**src/design/i2cmrw_pkg.sv**
```systemverilog
package i2cmrw_pkg;

	localparam int SEG_W = 4;
	localparam int OFF_W = 5;
	localparam int TRI_W = 2;

	// segment kinds
	localparam logic [2:0] KIND_START = 3'd0;
	localparam logic [2:0] KIND_SEND  = 3'd1;
	localparam logic [2:0] KIND_RACK  = 3'd2;
	localparam logic [2:0] KIND_RECV  = 3'd3;
	localparam logic [2:0] KIND_SACK  = 3'd4;
	localparam logic [2:0] KIND_STOP  = 3'd5;

	// segment arguments
	localparam logic [1:0] ARG_ADDR_WR = 2'd0;
	localparam logic [1:0] ARG_REG     = 2'd1;
	localparam logic [1:0] ARG_ADDR_RD = 2'd2;
	localparam logic [1:0] ARG_LOW     = 2'd0;
	localparam logic [1:0] ARG_HIGH    = 2'd1;
	localparam logic [1:0] ARG_PEC     = 2'd2;
	localparam logic [1:0] ARG_ACK     = 2'd0;
	localparam logic [1:0] ARG_NACK    = 2'd1;

	localparam logic [SEG_W-1:0] LAST_SEG = 4'd14;
	// offset of the eighth sample inside a receive segment
	localparam logic [OFF_W-1:0] RECV_LAST_SAMPLE = 5'd23;

	localparam logic [6:0] DEV_ADDR_RESET = 7'd90;

	typedef struct packed {
		logic        scl_out;
		logic        sda_out;
		logic        busy_res;
		logic        done_res;
		logic [15:0] read_word;
		logic [7:0]  pec_byte;
		logic        ack_missed;
	} result_t;

	typedef struct packed {
		logic       start_req;
		logic [7:0] reg_addr;
		logic       sda_in;
	} item_t;

	function automatic logic [2:0] seg_kind(input logic [SEG_W-1:0] s);
		logic [2:0] k;
		unique case (s)
			4'd0, 4'd5:        k = KIND_START;
			4'd1, 4'd3, 4'd6:  k = KIND_SEND;
			4'd2, 4'd4, 4'd7:  k = KIND_RACK;
			4'd8, 4'd10, 4'd12: k = KIND_RECV;
			4'd9, 4'd11, 4'd13: k = KIND_SACK;
			default:           k = KIND_STOP;
		endcase
		return k;
	endfunction

	function automatic logic [1:0] seg_arg(input logic [SEG_W-1:0] s);
		logic [1:0] a;
		unique case (s)
			4'd3, 4'd10:  a = ARG_REG;
			4'd6, 4'd12:  a = ARG_ADDR_RD;
			4'd13:        a = ARG_NACK;
			default:      a = ARG_ADDR_WR;
		endcase
		return a;
	endfunction

	function automatic logic [OFF_W-1:0] seg_last_off(input logic [2:0] k);
		logic [OFF_W-1:0] n;
		unique case (k)
			KIND_SEND:          n = 5'd23;
			KIND_RECV:          n = 5'd24;
			KIND_SACK, KIND_STOP: n = 5'd2;
			default:            n = 5'd3;
		endcase
		return n;
	endfunction

endpackage

```
**src/design/i2cmrw_seq.sv**
```systemverilog
module i2cmrw_seq (
	input  logic               clk,
	input  logic               arst_n,
	input  logic               step_en,
	input  i2cmrw_pkg::item_t  item,
	input  logic [6:0]         dev_addr,
	output i2cmrw_pkg::result_t res
);
	import i2cmrw_pkg::*;

	logic             active_q, active_n;
	logic [SEG_W-1:0] seg_q, seg_n, seg_c;
	logic [OFF_W-1:0] off_q, off_n, off_c;
	logic [TRI_W-1:0] tri_q, tri_n, tri_c, rp;
	logic [7:0]       shift_q, shift_n, held_q, held_n;
	logic [7:0]       low_q, low_n, high_q, high_n, pec_q, pec_n;
	logic             scl_q, scl_n, sda_q, sda_n, ack_q, ack_n;
	logic             act_c, last, done;
	logic [2:0]       kind;
	logic [1:0]       arg;
	logic [7:0]       tx_byte, rx_byte;

	always_comb begin
		held_n  = held_q;
		ack_n   = ack_q;
		shift_n = shift_q;
		low_n   = low_q;
		high_n  = high_q;
		pec_n   = pec_q;
		scl_n   = scl_q;
		sda_n   = sda_q;
		if (!active_q && item.start_req) begin
			act_c  = 1'b1;
			seg_c  = '0;
			off_c  = '0;
			tri_c  = '0;
			held_n = item.reg_addr;
			ack_n  = 1'b0;
		end else begin
			act_c = active_q;
			seg_c = seg_q;
			off_c = off_q;
			tri_c = tri_q;
		end
		kind = seg_kind(seg_c);
		arg  = seg_arg(seg_c);
		// phase of (offset - 1) within a receive bit
		rp = (tri_c == 2'd0) ? 2'd2 : tri_c - 2'd1;
		tx_byte = shift_q;
		if (off_c == '0) begin
			tx_byte = (arg == ARG_REG) ? held_n : {dev_addr, (arg == ARG_ADDR_RD)};
		end
		rx_byte = {shift_q[6:0], item.sda_in};
		if (act_c) begin
			unique case (kind)
				KIND_START: begin
					unique case (off_c[1:0])
						2'd0:    sda_n = 1'b1;
						2'd1:    scl_n = 1'b1;
						2'd2:    sda_n = 1'b0;
						default: scl_n = 1'b0;
					endcase
				end
				KIND_SEND: begin
					if (tri_c == 2'd0) begin
						sda_n   = tx_byte[7];
						shift_n = {tx_byte[6:0], 1'b0};
					end else begin
						scl_n = (tri_c == 2'd1);
					end
				end
				KIND_RACK: begin
					unique case (off_c[1:0])
						2'd0:    sda_n = 1'b1;
						2'd1:    scl_n = 1'b1;
						2'd2:    ack_n = ack_q | item.sda_in;
						default: scl_n = 1'b0;
					endcase
				end
				KIND_RECV: begin
					if (off_c == '0) begin
						sda_n   = 1'b1;
						shift_n = '0;
					end else if (rp == 2'd0) begin
						scl_n = 1'b1;
					end else if (rp == 2'd1) begin
						shift_n = rx_byte;
						if (off_c == RECV_LAST_SAMPLE) begin
							unique case (arg)
								ARG_LOW:  low_n  = rx_byte;
								ARG_HIGH: high_n = rx_byte;
								default:  pec_n  = rx_byte;
							endcase
						end
					end else begin
						scl_n = 1'b0;
					end
				end
				KIND_SACK: begin
					if (off_c == '0) sda_n = (arg == ARG_NACK);
					else scl_n = (off_c == 5'd1);
				end
				default: begin
					if (off_c == '0) sda_n = 1'b0;
					else if (off_c == 5'd1) scl_n = 1'b1;
					else sda_n = 1'b1;
				end
			endcase
		end
		last = (seg_c == LAST_SEG) && (off_c == seg_last_off(kind));
		done = act_c && last;
		active_n = act_c && !last;
		if (off_c == seg_last_off(kind)) begin
			seg_n = seg_c + 4'd1;
			off_n = '0;
			tri_n = '0;
		end else begin
			seg_n = seg_c;
			off_n = off_c + 5'd1;
			tri_n = (tri_c == 2'd2) ? 2'd0 : tri_c + 2'd1;
		end
	end

	always_ff @(posedge clk or negedge arst_n) begin
		if (!arst_n) begin
			active_q <= 1'b0;
			seg_q    <= '0;
			off_q    <= '0;
			tri_q    <= '0;
			shift_q  <= '0;
			held_q   <= '0;
			low_q    <= '0;
			high_q   <= '0;
			pec_q    <= '0;
			scl_q    <= 1'b1;
			sda_q    <= 1'b1;
			ack_q    <= 1'b0;
		end else if (step_en) begin
			active_q <= active_n;
			seg_q    <= seg_n;
			off_q    <= off_n;
			tri_q    <= tri_n;
			shift_q  <= shift_n;
			held_q   <= held_n;
			low_q    <= low_n;
			high_q   <= high_n;
			pec_q    <= pec_n;
			scl_q    <= scl_n;
			sda_q    <= sda_n;
			ack_q    <= ack_n;
		end
	end

	assign res.scl_out    = scl_n;
	assign res.sda_out    = sda_n;
	assign res.busy_res   = active_n;
	assign res.done_res   = done;
	assign res.read_word  = {high_n, low_n};
	assign res.pec_byte   = pec_n;
	assign res.ack_missed = ack_n;

endmodule

```
**src/design/i2c_master_read_word.sv**
```systemverilog
// I2C master that runs one SMBus read-word-with-PEC transaction, one pin action per
// input beat: each s beat is one bus tick (request flag, register byte, sampled SDA)
// and yields exactly one m beat with the SCL/SDA drive after that tick, busy/done
// status, the received word, the PEC byte and a sticky missed-ack flag. A request
// taken while idle starts a fixed 179-tick sequence (start, address+write, register
// byte, repeated start, address+read, low, high and PEC bytes, stop); requests while
// busy are ignored. One beat is taken per clock while m_tready does not stall the output;
// an s beat passes the input register and then the result register around the
// single-pass step logic on its way to its m beat. device_address may be written only while idle.
module i2c_master_read_word (
	input  logic        clk,
	input  logic        arst_n,
	// config
	input  logic        cfg_we,
	input  logic [6:0]  cfg_wdata,   // device_address
	// tick stream in
	input  logic        s_tvalid,
	output logic        s_tready,
	input  logic [15:0] s_tdata,     // start_req, reg_addr[7:0], sda_in, zero pad
	// result stream out
	output logic        m_tvalid,
	input  logic        m_tready,
	output logic [31:0] m_tdata      // scl_out, sda_out, busy_res, done_res,
	                                 // read_word[15:0], pec_byte[7:0], ack_missed, zero pad
);
	import i2cmrw_pkg::*;

	logic [6:0] dev_q;
	logic       valid_s1;
	item_t      item_s1;
	logic       adv;
	result_t    res;

	// a beat leaves the input register whenever the output register is free or draining
	assign adv      = valid_s1 && (!m_tvalid || m_tready);
	assign s_tready = !valid_s1 || adv;

	// device address register
	always_ff @(posedge clk or negedge arst_n) begin
		if (!arst_n) begin
			dev_q <= DEV_ADDR_RESET;
		end else if (cfg_we) begin
			dev_q <= cfg_wdata;
		end
	end

	// input register
	always_ff @(posedge clk or negedge arst_n) begin
		if (!arst_n) begin
			valid_s1 <= 1'b0;
		end else if (s_tvalid && s_tready) begin
			valid_s1 <= 1'b1;
		end else if (adv) begin
			valid_s1 <= 1'b0;
		end
	end

	always_ff @(posedge clk) begin
		if (s_tvalid && s_tready) begin
			item_s1.start_req <= s_tdata[0];
			item_s1.reg_addr  <= s_tdata[8:1];
			item_s1.sda_in    <= s_tdata[9];
		end
	end

	// sequencer: state advances once per beat leaving the input register
	i2cmrw_seq u_seq (
		.clk      (clk),
		.arst_n   (arst_n),
		.step_en  (adv),
		.item     (item_s1),
		.dev_addr (dev_q),
		.res      (res)
	);

	// result register
	always_ff @(posedge clk or negedge arst_n) begin
		if (!arst_n) begin
			m_tvalid <= 1'b0;
		end else if (adv) begin
			m_tvalid <= 1'b1;
		end else if (m_tready) begin
			m_tvalid <= 1'b0;
		end
	end

	always_ff @(posedge clk) begin
		if (adv) begin
			m_tdata <= {3'b000, res.ack_missed, res.pec_byte, res.read_word,
				res.done_res, res.busy_res, res.sda_out, res.scl_out};
		end
	end

endmodule

```
**config.mk**
```make
export PLATFORM = sky130hd
export DESIGN_NAME = i2c_master_read_word
export DESIGN_NICKNAME = d
export VERILOG_FILES = /design/src/design/i2cmrw_pkg.sv /design/src/design/i2cmrw_seq.sv /design/src/design/i2c_master_read_word.sv
export SDC_FILE = /design/constraint.sdc
export NUM_CORES = 1
export LEC_CHECK = 0
export ABC_AREA = 1
export BUFFER_PORTS_ARGS = -buffer_cell sky130_fd_sc_hd__buf_4
export CORE_ASPECT_RATIO = 0.9
export CORE_MARGIN = 2
export CORE_UTILIZATION = 55
export CTS_CLUSTER_SIZE = 40
export DETAILED_ROUTE_END_ITERATION = 6
export MAX_ROUTING_LAYER = met4
export PLACE_DENSITY = 0.73
export SYNTH_ARGS = -nofsm -noshare
export SYNTH_HDL_FRONTEND = slang
export SYNTH_SLANG_ARGS = --single-unit
```
**constraint.sdc**
```tcl
create_clock -name clk -period 3.24 [get_ports clk]
set_input_delay 0.324 -clock clk [delete_from_list [all_inputs] [get_ports clk]]
set_output_delay 0.324 -clock clk [all_outputs]
set_load 0.02 [all_outputs]
```
# Yosys cells after proc, flatten, opt, wreduce, memory -nomap -nowiden
# Memory sizes are Yosys's and may differ from the RTL's.
# Index checks and enable logic that the tools add are counted.
# word_totals
mem_bits_ro	48
output_inout_bits	34
memories	1
in_bits	28
word_cells	144
reg_bits	103
# op_classes
n_eq_ne	24
n_mux	67
n_bitwise	1
add_sub_neg	4
reduce_logical	28
# mem_list
memory	depth	width	rd	rd_ports_with_merged_regs	wr	line_no	text
(no name shown)	16	3	1	0	0	i2cmrw_pkg.sv:49	unique case (s)
# ops
cell	n
two-way mux 8 bit	28
two-way mux 1 bit	24
== test 4 bit (second input constant)	4
one-hot mux 8 bit (2 select lines)	1
one-hot mux 5 bit (3 select lines)	1
two-way mux 5 bit	2
OR reduction 2 bit	5
== test 2 x 1 -> 1 bit (second input constant)	4
logical NOT 2 bit	4
two-way mux 2 bit	4
two-way mux 4 bit	2
== test 2 bit (second input constant)	3
== test 3 x 2 -> 1 bit (second input constant)	2
== test 3 bit (second input constant)	2
logical AND 1 bit	6
AND reduction 6 bit	1
nonzero test 2 bit	3
adder 5 x 1 -> 5 bit (second input constant)	1
== test 5 x 1 -> 1 bit (second input constant)	1
== test 5 bit	1
== test 5 bit (second input constant)	1
logical NOT 5 bit	1
one-hot mux 1 bit (5 select lines)	1
adder 4 x 1 -> 4 bit (second input constant)	1
16 further kinds	21

# Longest topological paths before layout
# depth
word_depth	15
ltp_mapped	20
mapped_depth_nobuf	19

# Cells and area by module
# A second synthesis with hierarchy kept.
# unflattened
hier_cells	632
area_unflattened_um2	5326.4
# by_module_without_submodules
mod	seq_area_each_um2	cells_per_inst	n_inst	area_per_inst_um2
i2cmrw_seq	1378.8	548	1	3748.6
i2c_master_read_word	1401.3	84	1	1577.8

# Least setup slack after synthesis
# No wires, ideal clock.
# synth_path
path_kind	register to register
start	reg item_s1[9] (netlist name)
end	reg m_tdata[17], data pin
path_buffers	1
required_time_ns	2.985
stages_incl_launch_ff	17
arrival_ns	2.377
period_less_slack_ns	2.632
slack_ns	0.608
path_cell_list	edfxtp_1 -> nand2_4 -> inv_4 -> nor2_1 -> inv_1 -> ha_1 -> inv_1 -> nand3_1 -> nand3_1 -> nand2_2 -> nor2_8 -> nand2_4 -> inv_4 -> nand3_2 -> buf_6 -> o21ai_2 -> inv_1
# synth_rtl
item	line_no	text
from (decl)	i2c_master_read_word.sv:30	item_t item_s1;
to (signal assigned)	i2c_master_read_word.sv:89	m_tdata <= {3'b000, res.ack_missed, res.pec_byte, res.read_word,
to (decl)	i2c_master_read_word.sv:23	output logic [31:0] m_tdata

==> impl_metrics.toml <==
[route]
wl_met2_um = 5025
postRouteAntennaNets = 0
wl_um = 11120
route.met3.wl_um = 712
remaining_drc_errors = 0
drtPass1Iterations = 6
num_vias = 4146
top_layer_used = "met4"
viasPerCell = 5.248
wl_met1_um = 5218
drtIter0Drc = 270
wl_per_cell_um = 14.08

[floorplan]
die_area_um2 = 10350
rows = 33
core_um2 = 9208
fp.dieH_um = 96.70
io_pins = 62
start_util_pct = 57.03
die_w_um = 107

[sta]
min_period_ns = 2.940
hold_viol = 0
fmax_mhz = 340.1
min_period_over_period_pct = 90.74
finalMaxSlewViolations = 0
skew_ns = 0.006219
setup_ws_ns = 0.3000
finalSetupTns_ns = 0
rsz0062_at_grt = "false"
setup_viol = 0
relSlewSlack_pct = 44.32
tightest_slew_ns = 0.8352

[setup_path]
worstPathCellList = "nand2_4, inv_4, nor2_1, inv_1, ha_1, inv_1, nand3_1, nand3_1, nand2_2, nand3_1, nand2_1, nand2_1, nor2_2, nand4_1, nand2_1, inv_1"
critPathMaxFanout = 16
path_class = "flip-flop to flip-flop"
arrival_ns = 3.06
cp.depth = 16
crit_start = "item_s1[9]$_DFFE_PP_"
path_buf_inv = 4
r2r_start = "item_s1[9]$_DFFE_PP_"
critPathCapture = "m_tdata[2]$_DFFE_PP_"
setup.worst_path.end_class = "flip-flop"
cp.required_ns = 3.36
reg2reg_to = "m_tdata[2]$_DFFE_PP_"
reg2regPathDepth = 16
cp_slowest_cell = "edfxtp_1"
reg2reg_slack_ns = 0.30
cpLargestDelayFamily = "simple AND/OR/NAND/NOR gates"
slowest_delay_ns = 0.45
startpoint_type = "flip-flop"

[synth]
synth-seq-area-share_pct = 52.94
yosysWarnings = 0
synth_top_family_by_area = "simple AND/OR/NAND/NOR gates"
muxShareOfSynthArea_pct = 0
synthXorXnorAreaFrac_pct = 0.6671
synth_cells = 615
synthAdderAreaFrac_pct = 2.383
synth_compound_area_share_pct = 10.79
netlist-cell-type-count = 35
synth-seq-cells = 103
yosys.area_share.simple_pct = 24.42
syn_area_um2 = 5251
avgSynthCellArea_um2 = 8.539

[clock_network]
clk_pin_slew_worst_paths_ns = 0.09
root_buffer = "clkbuf_8"
clock_sinks = 103
cts_inserted_buffers = 9
tritoncts = "done"
cts_buffer_depth = 2
htreeDepth = 3
insertion_delay_ns = 0.36
cts_hold_buf = 0

[place]
gp_congestion = 0.9421
hpwl_um = 7976
pre_cts_ws_ns = 0.2245
place_inst = 774
portBuffers = 52

[min_path]
hold_path_class = "primary input to async pin"

[global_routing]
grt.total_usage_pct = 24.07
grt_max_degree = 65
antenna_found_initial = 0
grt_pass1_vias = 3852
grt_pass1_wl_um = 19200
grt_overflow = 0

[power]
power.density_nw_per_um2 = 666.2
ir_drop_mv = 0.3968
power.leakage_uw = 0.002873

[final_layout]
finalNonFillerCells = 790
final_cell_mix = "nand2_1 (192), inv_1 (81), dfrtp_1 (58)"
drive_gt1_share_pct = 17.22
area_growth_syn_to_layout_pct = 12.46
final_common_cell = "nand2_1"
nets = 701
n_antenna_cell = 0

[run_status]
status = "completed"

[job]
cap_violations = 0
==> sequential cells by signal (all words and copies together), names as in the netlist, 2 cells and up <==
signal and count:
dev_q 7, u_seq.held_q 8, u_seq.high_q 8, u_seq.off_q 5, u_seq.low_q 8, u_seq.shift_q 8, u_seq.tri_q 2, item_s1 10
u_seq.pec_q 8, m_tdata 29, u_seq.seg_q 4
==> Yosys cell counts, drive strengths merged <==
| cell type | n | area share [%] |
|---|---|---|
| nand2 | 199 | 15 |
| inv | 87 | 6.4 |
| o21ai | 85 | 9.1 |
| dfrtp | 58 | 28 |
| edfxtp | 39 | 22 |
| nand3 | 34 | 4.0 |
| nor2 | 34 | 2.9 |
| nand4 | 16 | 1.9 |
| buf | 15 | 1.9 |
| ha | 10 | 2.4 |
| clkbuf | 7 | 0.50 |
| o22ai | 7 | 0.83 |
| a21oi | 6 | 0.57 |
| dfstp | 6 | 3.0 |
| xnor2 | 3 | 0.50 |
| nand3b | 2 | 0.29 |
| nor3 | 2 | 0.19 |
| a211oi | 1 | 0.14 |
| conb | 1 | 0.071 |
| nor4 | 1 | 0.41 |
| o21bai | 1 | 0.14 |
| xor2 | 1 | 0.17 |
==> stage by stage <==
| step | utilization (%) | power [µW] | hold slack [ns] | cell area [µm²] |
|---|---|---|---|---|
| floorplan | - | 2770 | 0.02841 | 5259 |
| global route | 64.14 | 4226 | 0.1105 | 5906 |
| CTS | 64.06 | 3952 | 0.09215 | 5898 |
| detailed placement | 62.07 | 3200 | 0.4653 | 5715 |
| finish | 64.14 | 3934 | 0.04187 | 5906 |
| global placement | 62.07 | 3155 | 0.4614 | 5715 |
==> metal layers <==
| metal | global-route usage (%) | vias to the layer above |
|---|---|---|
| met1 | 34.85 | 1920 |
| met3 | 5.054 | 13 |
| met2 | 34.93 | 145 |
| met4 | 6.194 | 0 |
| li1 | - | 2068 |
| met5 | - | - |
==> worst min path at each step <==
| stage | end | cells after the start |
|---|---|---|
| after global routing | u_seq.seg_q[2]$_DFFE_PN0P_ | 1 |
| after floorplan | dev_q[0]$_DFFE_PN0P_ | 0 |
| after global placement | u_seq.low_q[3]$_DFFE_PN0P_ | 2 |
| final | u_seq.seg_q[2]$_DFFE_PN0P_ | 1 |
| after CTS | u_seq.seg_q[2]$_DFFE_PN0P_ | 1 |
| after detailed placement | u_seq.low_q[5]$_DFFE_PN0P_ | 2 |
==> area by class of cell <==
class | count | area, µm²
Timing Repair Buffer | 57 | 427.9
Multi-Input combinational cell | 405 | 2028
Inverter | 87 | 334.1
Sequential cell | 103 | 2780
Fill cell | 808 | 3302
Tap cell | 122 | 152.6
Clock buffer | 12 | 155.1
Clock inverter | 4 | 27.53
==> logic make-up (layout without fill, tap and decap cells) <==
group	Yosys count	in the layout
simple gates	288	288
buf+inv	109	160
flops	103	103
compound gates	100	100
fa+ha+maj	10	10
xor+xnor	4	4
other cells	1	3
==> timing repair <==
| action | in CTS | in global routing |
|---|---|---|
| gates resized for setup | 0 | 1 |
| setup buffers | 0 | 0 |
| setup endpoints to repair | 0 | 7 |
| endpoints found under the hold margin | 0 | 0 |
==> power by group <==
part	leakage, µW	internal (µW)	switching (µW)
registers	0.00121	1610	145
clock network	0.0000967	324	426
logic	0.00156	448	980
Note: power is estimated with default switching activity, not from simulation.
